### config.mk
export PLATFORM = sky130hd
export DESIGN_NAME = slot_priority_queue_unit
export DESIGN_NICKNAME = d
export VERILOG_FILES = /design/src/hdl/sppq_pkg.sv /design/src/hdl/sppq_ram.sv /design/src/hdl/sppq_best.sv /design/src/hdl/slot_priority_queue_unit.sv
export SDC_FILE = /design/constraint.sdc
export NUM_CORES = 1
export LEC_CHECK = 0
export BUFFER_PORTS_ARGS = -buffer_cell sky130_fd_sc_hd__buf_2
export CAP_MARGIN = 10
export CORE_UTILIZATION = 32
export DETAILED_ROUTE_END_ITERATION = 12
export HOLD_SLACK_MARGIN = 0.03
export PLACE_DENSITY = 0.56
export SYNTH_ARGS = -nofsm -noshare
export SYNTH_HDL_FRONTEND = slang
export SYNTH_SLANG_ARGS = --single-unit
### constraint.sdc
create_clock -name clk_i -period 6.34 [get_ports clk_i]
set_clock_uncertainty 0.05 [all_clocks]
set_input_delay 0.951 -clock clk_i [delete_from_list [all_inputs] [get_ports clk_i]]
set_output_delay 0.951 -clock clk_i [all_outputs]
set_load 0.01 [all_outputs]
### src/hdl/sppq_pkg.sv
// Types and constants of the slot priority queue
`timescale 1ns / 1ps
`default_nettype none
package sppq_pkg;

  localparam int unsigned PrioW  = 4;
  localparam int unsigned IdentW = 17;
  localparam int unsigned PidW   = 22;
  localparam int unsigned IndexW = 8;
  localparam int unsigned TimeW  = 3;
  localparam int unsigned OccW   = 4;

  typedef enum logic [1:0] {
    ST_INSERTED = 2'd0,
    ST_POPPED   = 2'd1,
    ST_FULL     = 2'd2,
    ST_EMPTY    = 2'd3
  } status_e;

  typedef struct packed {
    logic [TimeW-1:0]  run_time;
    logic [IndexW-1:0] owner_index;
    logic [PidW-1:0]   owner_pid;
    logic [IdentW-1:0] job_ident;
  } job_payload_t;

  typedef struct packed {
    logic [PrioW-1:0] prio;
    job_payload_t     payload;
  } slot_entry_t;

  // Control from the sequencer to the best-slot tracker
  typedef struct packed {
    logic clr;
    logic chk;
  } cmp_ctrl_t;

endpackage
`default_nettype wire

### src/hdl/sppq_ram.sv
// Generic single-port-write, registered-read RAM
`timescale 1ns / 1ps
`default_nettype none
module sppq_ram #(
  parameter int unsigned WIDTH = 54,
  parameter int unsigned DEPTH = 8
) (
  input  wire logic                     clk_i,
  input  wire logic                     we_i,
  input  wire logic [$clog2(DEPTH)-1:0] waddr_i,
  input  wire logic [WIDTH-1:0]         wdata_i,
  input  wire logic                     re_i,
  input  wire logic [$clog2(DEPTH)-1:0] raddr_i,
  output logic      [WIDTH-1:0]         rdata_o
);

  logic [WIDTH-1:0] mem_q [DEPTH];

  always_ff @(posedge clk_i) begin
    if (we_i) begin
      mem_q[waddr_i] <= wdata_i;
    end
    if (re_i) begin
      rdata_o <= mem_q[raddr_i];
    end
  end

endmodule
`default_nettype wire

### src/hdl/sppq_best.sv
// Running maximum over the slots read during a pop scan
`timescale 1ns / 1ps
`default_nettype none
module sppq_best #(
  parameter int unsigned SLOTS = 8
) (
  input  wire logic                     clk_i,
  input  wire logic                     rst_ni,
  input  wire sppq_pkg::cmp_ctrl_t      ctrl_i,
  input  wire logic [$clog2(SLOTS)-1:0] cand_idx_i,
  input  wire logic                     cand_used_i,
  input  wire sppq_pkg::slot_entry_t    cand_i,
  output logic                          found_o,
  output logic      [$clog2(SLOTS)-1:0] best_idx_o,
  output sppq_pkg::slot_entry_t         best_o
);
  import sppq_pkg::*;

  localparam int unsigned IdxW = $clog2(SLOTS);

  logic            found_q, found_d;
  logic [IdxW-1:0] best_idx_q;
  slot_entry_t     best_q;
  logic            take;

  // Strictly greater keeps the lowest-numbered slot on ties
  assign take = ctrl_i.chk && cand_used_i && (!found_q || (cand_i.prio > best_q.prio));

  always_comb begin
    found_d = found_q;
    if (ctrl_i.clr) begin
      found_d = 1'b0;
    end else if (take) begin
      found_d = 1'b1;
    end
  end

  always_ff @(posedge clk_i or negedge rst_ni) begin
    if (!rst_ni) begin
      found_q <= 1'b0;
    end else begin
      found_q <= found_d;
    end
  end

  always_ff @(posedge clk_i) begin
    if (take && !ctrl_i.clr) begin
      best_idx_q <= cand_idx_i;
      best_q     <= cand_i;
    end
  end

  assign found_o    = found_q;
  assign best_idx_o = best_idx_q;
  assign best_o     = best_q;

endmodule
`default_nettype wire

### src/hdl/slot_priority_queue_unit.sv
// Top level of the slot priority queue: sequencer, slot valid bits and storage
`timescale 1ns / 1ps
`default_nettype none
// Priority queue over SLOTS job slots. An item is taken when start_i is high
// and busy_o is low; exactly one result follows, shown for one cycle with
// done_o high, and the receiver cannot hold it off. An insert walks the slot
// valid bits one per cycle up to the first free slot; a pop reads every slot
// from the slot RAM through its single read port, one per cycle, and feeds a
// single priority comparator. A full insert or an empty pop is answered
// without a scan of the slots. The next item may start in the cycle that
// done_o is high.
module slot_priority_queue_unit #(
  parameter int unsigned SLOTS = 8
) (
  input  wire logic        clk_i,
  input  wire logic        rst_ni,
  input  wire logic        start_i,
  output logic             busy_o,
  input  wire logic        mode_i,
  input  wire logic [3:0]  job_priority_i,
  input  wire logic [16:0] job_ident_i,
  input  wire logic [21:0] owner_pid_i,
  input  wire logic [7:0]  owner_index_i,
  input  wire logic [2:0]  run_time_i,
  output logic             done_o,
  output logic [1:0]       status_o,
  output logic [3:0]       out_priority_o,
  output logic [16:0]      out_job_ident_o,
  output logic [21:0]      out_owner_pid_o,
  output logic [7:0]       out_owner_index_o,
  output logic [2:0]       out_run_time_o,
  output logic [3:0]       occupancy_o
);
  import sppq_pkg::*;

  localparam int unsigned IdxW = $clog2(SLOTS);
  localparam int unsigned CntW = $clog2(SLOTS + 1);

  typedef enum logic [2:0] {
    S_IDLE,
    S_INS,
    S_POP,
    S_DRAIN,
    S_DONE
  } state_e;

  state_e          state_q, state_d;
  logic [IdxW-1:0] idx_q, idx_d;
  logic [CntW-1:0] count_q, count_d;
  logic            used_q [SLOTS];
  logic            used_d [SLOTS];
  logic            chk_q, chk_d;
  logic [IdxW-1:0] chk_idx_q, chk_idx_d;
  logic            done_q, done_d;
  slot_entry_t     ins_q, ins_d;
  status_e         status_q, status_d;
  slot_entry_t     res_q, res_d;
  logic [OccW-1:0] occ_q, occ_d;

  logic            ram_we;
  logic            ram_re;
  slot_entry_t     ram_rdata;
  cmp_ctrl_t       cmp_ctrl;
  logic            best_found;
  logic [IdxW-1:0] best_idx;
  slot_entry_t     best;

  // Low four bits of a count, zero-extended when the count is narrower
  function automatic logic [OccW-1:0] occ_of(input logic [CntW-1:0] c);
    logic [CntW+OccW-1:0] ext;
    ext = {{OccW{1'b0}}, c};
    return ext[OccW-1:0];
  endfunction

  sppq_ram #(
    .WIDTH($bits(slot_entry_t)),
    .DEPTH(SLOTS)
  ) u_ram (
    .clk_i  (clk_i),
    .we_i   (ram_we),
    .waddr_i(idx_q),
    .wdata_i(ins_q),
    .re_i   (ram_re),
    .raddr_i(idx_q),
    .rdata_o(ram_rdata)
  );

  sppq_best #(
    .SLOTS(SLOTS)
  ) u_best (
    .clk_i      (clk_i),
    .rst_ni     (rst_ni),
    .ctrl_i     (cmp_ctrl),
    .cand_idx_i (chk_idx_q),
    .cand_used_i(used_q[chk_idx_q]),
    .cand_i     (ram_rdata),
    .found_o    (best_found),
    .best_idx_o (best_idx),
    .best_o     (best)
  );

  always_comb begin
    state_d   = state_q;
    idx_d     = idx_q;
    count_d   = count_q;
    used_d    = used_q;
    chk_d     = 1'b0;
    chk_idx_d = idx_q;
    done_d    = 1'b0;
    ins_d     = ins_q;
    status_d  = status_q;
    res_d     = res_q;
    occ_d     = occ_q;
    ram_we    = 1'b0;
    ram_re    = 1'b0;
    cmp_ctrl  = '{clr: 1'b0, chk: chk_q};

    case (state_q)
      S_IDLE: begin
        if (start_i) begin
          idx_d                     = '0;
          cmp_ctrl.clr              = 1'b1;
          ins_d.prio                = job_priority_i;
          ins_d.payload.job_ident   = job_ident_i;
          ins_d.payload.owner_pid   = owner_pid_i;
          ins_d.payload.owner_index = owner_index_i;
          ins_d.payload.run_time    = run_time_i;
          state_d                   = mode_i ? S_POP : S_INS;
        end
      end
      S_INS: begin
        if (count_q == CntW'(SLOTS)) begin
          status_d = ST_FULL;
          res_d    = '0;
          occ_d    = occ_of(count_q);
          done_d   = 1'b1;
          state_d  = S_IDLE;
        end else if (!used_q[idx_q]) begin
          ram_we         = 1'b1;
          used_d[idx_q]  = 1'b1;
          count_d        = count_q + 1'b1;
          status_d       = ST_INSERTED;
          res_d          = '0;
          occ_d          = occ_of(count_q + 1'b1);
          done_d         = 1'b1;
          state_d        = S_IDLE;
        end else begin
          idx_d = idx_q + 1'b1;
        end
      end
      S_POP: begin
        if (count_q == '0) begin
          status_d = ST_EMPTY;
          res_d    = '0;
          occ_d    = occ_of(count_q);
          done_d   = 1'b1;
          state_d  = S_IDLE;
        end else begin
          // Issue a read; the compare follows in the next cycle
          ram_re    = 1'b1;
          chk_d     = 1'b1;
          chk_idx_d = idx_q;
          if (idx_q == IdxW'(SLOTS - 1)) begin
            state_d = S_DRAIN;
          end else begin
            idx_d = idx_q + 1'b1;
          end
        end
      end
      S_DRAIN: begin
        state_d = S_DONE;
      end
      S_DONE: begin
        // A pop only gets here with a slot in use, so the tracker has a winner
        if (best_found) begin
          used_d[best_idx] = 1'b0;
        end
        count_d          = count_q - 1'b1;
        status_d         = ST_POPPED;
        res_d            = best;
        occ_d            = occ_of(count_q - 1'b1);
        done_d           = 1'b1;
        state_d          = S_IDLE;
      end
      default: begin
        state_d = S_IDLE;
      end
    endcase
  end

  always_ff @(posedge clk_i or negedge rst_ni) begin
    if (!rst_ni) begin
      state_q   <= S_IDLE;
      idx_q     <= '0;
      count_q   <= '0;
      used_q    <= '{default: 1'b0};
      chk_q     <= 1'b0;
      chk_idx_q <= '0;
      done_q    <= 1'b0;
    end else begin
      state_q   <= state_d;
      idx_q     <= idx_d;
      count_q   <= count_d;
      used_q    <= used_d;
      chk_q     <= chk_d;
      chk_idx_q <= chk_idx_d;
      done_q    <= done_d;
    end
  end

  always_ff @(posedge clk_i) begin
    ins_q    <= ins_d;
    status_q <= status_d;
    res_q    <= res_d;
    occ_q    <= occ_d;
  end

  assign busy_o            = (state_q != S_IDLE);
  assign done_o            = done_q;
  assign status_o          = status_q;
  assign out_priority_o    = res_q.prio;
  assign out_job_ident_o   = res_q.payload.job_ident;
  assign out_owner_pid_o   = res_q.payload.owner_pid;
  assign out_owner_index_o = res_q.payload.owner_index;
  assign out_run_time_o    = res_q.payload.run_time;
  assign occupancy_o       = occ_q;

endmodule
`default_nettype wire

==> results of run 1 <==
final timing paths:
kind,cells past startpoint,endpoint,slack (ns)
max,5,u_ram.mem_q[4][28],2.15
max in group asynchronous,1,idx_q[0],5.48
max reg2reg,5,u_ram.mem_q[4][28],2.15
min reg2reg,0,u_best.best_o[46],0.37
min,1,count_q[1],0.31
min in group clk_i,0,u_best.best_o[46],0.37
where the power goes:
group          total, uW  internal [uW]  switching (uW)  leakage [uW]
Combinational       2150            739            1410       0.00196
Sequential          6340           5880             462       0.00627
Clock               4160           2470            1690       0.00114
synthesized netlist by cell type (all sizes together) (2+ instances only):
library cell,number
xnor2,2
o31ai,3
o22ai,24
a22oi,63
inv,14
mux4,17
and3b,2
mux2,38
o221ai,7
ha,8
and2,55
clkbuf,25
nand3,4
o2bb2ai,2
a21oi,44
a22o,3
a222oi,4
a31oi,3
o21ai,28
mux2i,41
nor2b,2
nor3,9
xor2,3
dfrtp,24
nand2,29
nor2,63
a221o,16
edfxtp,657
a221oi,39
nand3b,10
buf,38
o32a,3
nor3b,3
area by class of cell:
cell class | instances | area (um2) | share of cell area, %
clock buffers | 90 | 1954 | 6.740
clock inverters | 40 | 385.4 | 1.329
inverters | 15 | 57.56 | 0.1985
multi-input cells | 536 | 4223 | 14.56
flip-flops and latches | 681 | 20340 | 70.15
well taps | 1030 | 1289 | 4.445
repair buffers | 139 | 745.7 | 2.572
metrics by stage:
step                      std cells  total power [uW]  util (%)  cell area [um2]  worst slack, ns
after global routing           2531             13220     37.99            29000            1.937
final                          2531             12650     37.99            29000            2.147
after floorplan                1295              7687         -            24820           0.1086
after detailed placement       2401              8643     34.92            26660            2.183
after CTS                      2531             12830     37.99            29000            2.125
after global placement         2401              8593     34.92            26660            2.269
registers in the layout, summed over array words and instances (netlist names), 8 cells and up:
register	count
out_owner_index_o	8
used_q	8
ins_q	54
out_owner_pid_o	22
out_job_ident_o	17
u_ram.rdata_o	54
u_best.best_o	54
u_ram.mem_q	432
cells by family after synthesis:
| kind of cell | Yosys count | synth area share (%) |
|---|---|---|
| DFF | 681 | 81.92 |
| AOI/OAI and AO/OA | 243 | 7.159 |
| and+or+nand+nor | 184 | 3.983 |
| muxes | 96 | 4.921 |
| buffers and inverters | 78 | 1.437 |
| adders and majority gates | 8 | 0.4034 |
| xor gates and xnor gates | 5 | 0.1765 |
routing by layer:
layer  vias up  routed length, um
met5         -                  0
met4         0                955
met3        73               3263
met2       404              25480
met1      6324              24870
li1       5533                  -
==> impl_metrics.py, run 1 <==
metrics = {
    "sta": {
        "period_share_pct": 66.13,
        "tns_ns": 0,
        "hold_viol_final": 0,
        "worstMarginPinSlew_ns": 1.234,
        "timing.fmax_mhz": 238.5,
        "setup_viol": 0,
        "hold_ws_ns": 0.3078,
        "maxSlewViolCount": 0,
        "period_needed_ns": 4.193,
        "rsz0062_at_grt": "false",
        "slew_headroom_pct": 17.63,
    },
    "layout": {
        "final_common_cell": "edfxtp_1",
        "antenna_cells": 0,
        "mostFrequentLayoutCells": "edfxtp_1 (657), buf_2 (119), clkbuf_16 (76), a22oi_1 (61), nor2_1 (56)",
        "areaGrowthSynthToFinish_pct": 16.84,
        "nFillCells": 7001,
        "layout-drive-gt1-share_pct": 22.45,
        "final_nets": 1511,
    },
    "clock_tree": {
        "cts_setup_buffers": 0,
        "cts_hold_buf": 0,
        "cts-root-buf": "clkbuf_16",
        "htreeDepth": 3,
        "cts_tree": "built",
        "cts_max_path_buffers": 3,
        "clk_pin_slew_ns": 0.06,
        "cts_sinks": 681,
        "tritoncts.num_buffers": 72,
        "postCtsResizedCells": 0,
        "insertion_delay_ns": 0.61,
    },
    "drt": {
        "drtIter0Drc": 1207,
        "drc": 0,
        "viasPerCell": 4.873,
        "vias": 12330,
        "first_pass_iters": 5,
        "wire_per_inst_um": 21.56,
        "wl_um": 54570,
        "postRouteAntennaNets": 0,
    },
    "placed_design": {
        "port_buffers": 119,
        "gp_congestion": 0.7434,
        "dp_hpwl_um": 31050,
    },
    "die": {
        "initial_core_util_pct": 32.51,
        "io_pins": 120,
        "fp.coreArea_mm2": 0.07633,
        "fp.dieArea_mm2": 0.07867,
        "rows": 101,
        "fp.dieW_um": 280.5,
        "die_h_um": 280.5,
    },
    "logic_synthesis": {
        "synthTopCellsByArea": "edfxtp_1 (79%), dfrtp_1 (2.4%), a22oi_1 (1.8%)",
        "synth_nets": 1361,
        "ys_seq_area_share_pct": 81.92,
        "async_reset_ff_share_pct": 3.524,
        "synth-edff-count": 657,
        "synth_ff_type": "edfxtp_1",
        "yosys_warnings": 0,
        "ys_types": 61,
        "synth.avg_cell_area_um2": 19.16,
        "syn_area_mm2": 0.02482,
        "synth.largest_area_cell": "edfxtp_1",
        "ys_seq_elements": 681,
        "synth_top_area_share_pct": 79.50,
        "synthCells": 1295,
    },
    "global_route": {
        "grt_max_degree": 72,
        "grt.busiest_layer": "met2",
        "met2_usage_pct": 22.12,
        "grt_pass1_vias": 12830,
        "grt_first_pass_wirelength_um": 81360,
        "antenna_found_initial": 0,
        "gr-usage-met1_pct": 19.03,
        "grt_overflow": 0,
        "grt_use_met3_pct": 2.973,
        "grt_use_total_pct": 13.89,
    },
    "run_status": {
        "outcome": "finished clean",
    },
    "power": {
        "p_leak_uw": 0.009359,
        "pwr_density_cell_mw_per_mm2": 436.2,
        "power.ir.vdd_worst_mv": 0.2176,
    },
    "setup_path": {
        "path_max_fanout": 56,
        "cp-end-kind": "register",
        "slowest_stage": "and3_4",
        "cp-start-kind": "register",
        "worstSetupStartpoint": "idx_q[2]",
        "cpLargestDelayFamily": "simple AND/OR/NAND/NOR gates",
        "slowest_delay_ns": 0.94,
        "cp_cell_sequence": "buf_4 > nor2_2 > a22oi_2 > a21oi_2 > and3_4",
        "crit_arrival_ns": 4.36,
        "path_class": "reg -> reg",
        "regToRegStartpoint": "idx_q[2]",
        "cp.buffers_inverters": 1,
        "worstPathRequired_ns": 6.50,
    },
    "min_path": {
        "hold_path.class": "in -> async",
    },
    "run": {
        "maxCapViolCount": 0,
    },
}
Note: power is estimated with default switching activity, not from simulation.
==> inputs of run 2 (changes only) <==
Clock period 6.34 ns to 3.45 ns, I/O delays scaled along.
==> run 2 against run 1 <==
  * Cell count up 2.7%
  * Setup slack worse by 1.6 ns
  * Sequential power up 83%
  * Routed wire length up 5.2%
  * Via count up 3.6%
  * First-iteration DRC count up 6.4%
  * Combinational power up 100%
  * Register-to-register slack worse by 1.6 ns
  * Critical endpoint is now u_ram.mem_q[7][24]
  * Largest cell class unchanged
  * Highest routed layer unchanged
==> impl_metrics.py, run 2 (synthesis gave the netlist of run 1 again) <==
metrics = {
    "power": {
        "finalPower_uw": 23790,
        "p_leak_uw": 0.009754,
        "power.ir.vdd_worst_mv": 0.3290,
        "pwr_density_cell_mw_per_mm2": 798.5,
    },
    "sta": {
        "hold_viol_final": 0,
        "slew_headroom_pct": 41.99,
        "rsz0062_at_grt": "false",
        "period_share_pct": 83.44,
        "timing.fmax_mhz": 347.4,
        "worstMarginPinSlew_ns": 0.8682,
        "setup_viol": 0,
        "period_needed_ns": 2.879,
        "maxSlewViolCount": 0,
        "tns_ns": 0,
        "hold_ws_ns": 0.05258,
    },
    "setup_path": {
        "cp-endpoint": "u_ram.mem_q[7][24]",
        "rr_endpoint": "u_ram.mem_q[7][24]",
        "worstSetupStartpoint": "count_q[1]",
        "rrSetupSlack_ns": 0.57,
        "worst_r2r_path_depth": 7,
        "cp-end-kind": "register",
        "path_class": "reg -> reg",
        "regToRegStartpoint": "count_q[1]",
        "cp-start-kind": "register",
        "slowest_stage": "buf_4",
        "path_max_fanout": 34,
        "worstPathRequired_ns": 3.64,
        "slowest_delay_ns": 0.55,
        "cp_cell_sequence": "inv_1 > ha_1 > and3b_1 > or3_4 > a21o_4 > nor3_4 > buf_4",
        "crit_arrival_ns": 3.07,
    },
    "die": {
        "initial_core_util_pct": 32.51,
        "fp.coreArea_mm2": 0.07633,
        "io_pins": 120,
        "rows": 101,
        "fp.dieArea_mm2": 0.07867,
        "die_h_um": 280.5,
        "fp.dieW_um": 280.5,
    },
    "drt": {
        "viasPerCell": 4.918,
        "wl_um": 57420,
        "vias": 12780,
        "drc": 0,
        "postRouteAntennaNets": 0,
        "first_pass_iters": 5,
        "wire_per_inst_um": 22.09,
        "drtIter0Drc": 1284,
    },
    "run_status": {
        "outcome": "finished clean",
    },
    "layout": {
        "mostFrequentLayoutCells": "edfxtp_1 (657), buf_2 (119), clkbuf_16 (77), a22oi_1 (61), nor2_1 (56)",
        "final_common_cell": "edfxtp_1",
        "areaGrowthSynthToFinish_pct": 20.04,
        "largest_register": "u_ram.mem_q",
        "antenna_cells": 0,
        "layout-drive-gt1-share_pct": 23.77,
        "final_nets": 1576,
        "largest_reg_flops": 432,
        "stdcell_count": 2599,
        "final_util_pct": 39.03,
    },
    "clock_tree": {
        "tritoncts.num_buffers": 74,
        "cts-root-buf": "clkbuf_16",
        "cts_tree": "built",
        "postCtsResizedCells": 0,
        "cts_setup_buffers": 0,
        "clk_pin_slew_ns": 0.06,
        "insertion_delay_ns": 0.61,
        "htreeDepth": 3,
        "cts_sinks": 681,
        "cts_max_path_buffers": 3,
        "cts_hold_buf": 36,
    },
    "global_route": {
        "grt_overflow": 0,
        "antenna_found_initial": 2,
        "grt_first_pass_wirelength_um": 84990,
        "grt_max_degree": 58,
        "grt_use_total_pct": 14.66,
        "grt_pass1_vias": 12990,
    },
    "run": {
        "maxCapViolCount": 0,
    },
    "placed_design": {
        "gp_congestion": 0.7395,
        "dp_hpwl_um": 32950,
        "placed_cells": 2428,
        "port_buffers": 119,
    },
    "min_path": {
        "hold_path.class": "in -> reg",
    },
}
## run 2: worst max-delay path, delay by kind of cell (launching register included)
kind                       cells  cell delay (ns)
and+or+nand+nor                3             0.78
buffers and inverters          2             0.66
DFF                            1             0.48
AOI/OAI and AO/OA              1             0.27
adders and majority gates      1             0.23
## run 2: through the flow
step | worst slack (ns) | cell area (um2)
6_report | 0.5712 | 29790
3_3_place_gp | 0.6716 | 26990
2_1_floorplan | 0.06406 | 24860
3_5_place_dp | 0.6285 | 26990
5_1_grt | 0.5116 | 29790
4_1_cts | 0.5961 | 29790
## run 2: worst min path at each step
stage / slack, ns / start / end / cells after the start
finish: 0.05 / job_priority_i[1] / ins_q[51] / 1
global route: 0.04 / job_ident_i[16] / ins_q[16] / 1
CTS: 0.03 / job_priority_i[1] / ins_q[51] / 1
detailed placement: 0.35 / u_ram.rdata_o[21] / u_best.best_o[21] / 0
global placement: 0.35 / u_ram.rdata_o[45] / u_best.best_o[45] / 0
floorplan: 0.17 / rst_ni / chk_idx_q[0] / 0
## run 2: power by group
part | switching [uW] | internal [uW]
registers | 807 | 10800
clock network | 3190 | 4700
logic | 2750 | 1540
total | 6750 | 17000
## run 2: layer usage
metal | up-vias | track usage [%] | routed length [um]
met2 | 395 | 23.12 | 26890
met5 | - | 0 | 0
li1 | 5667 | - | -
met4 | 0 | 4.007 | 914
met3 | 76 | 2.690 | 3412
met1 | 6643 | 20.71 | 26200
## run 2: cell type report
class,instances,area [um2]
timing repair buffer,202,1421
sequential,681,20340
inverter,15,57.56
tap,1030,1289
clock buffer,98,2036
clock inverter,37,405.4
fill,6960,46540
multi-input combinational,536,4240
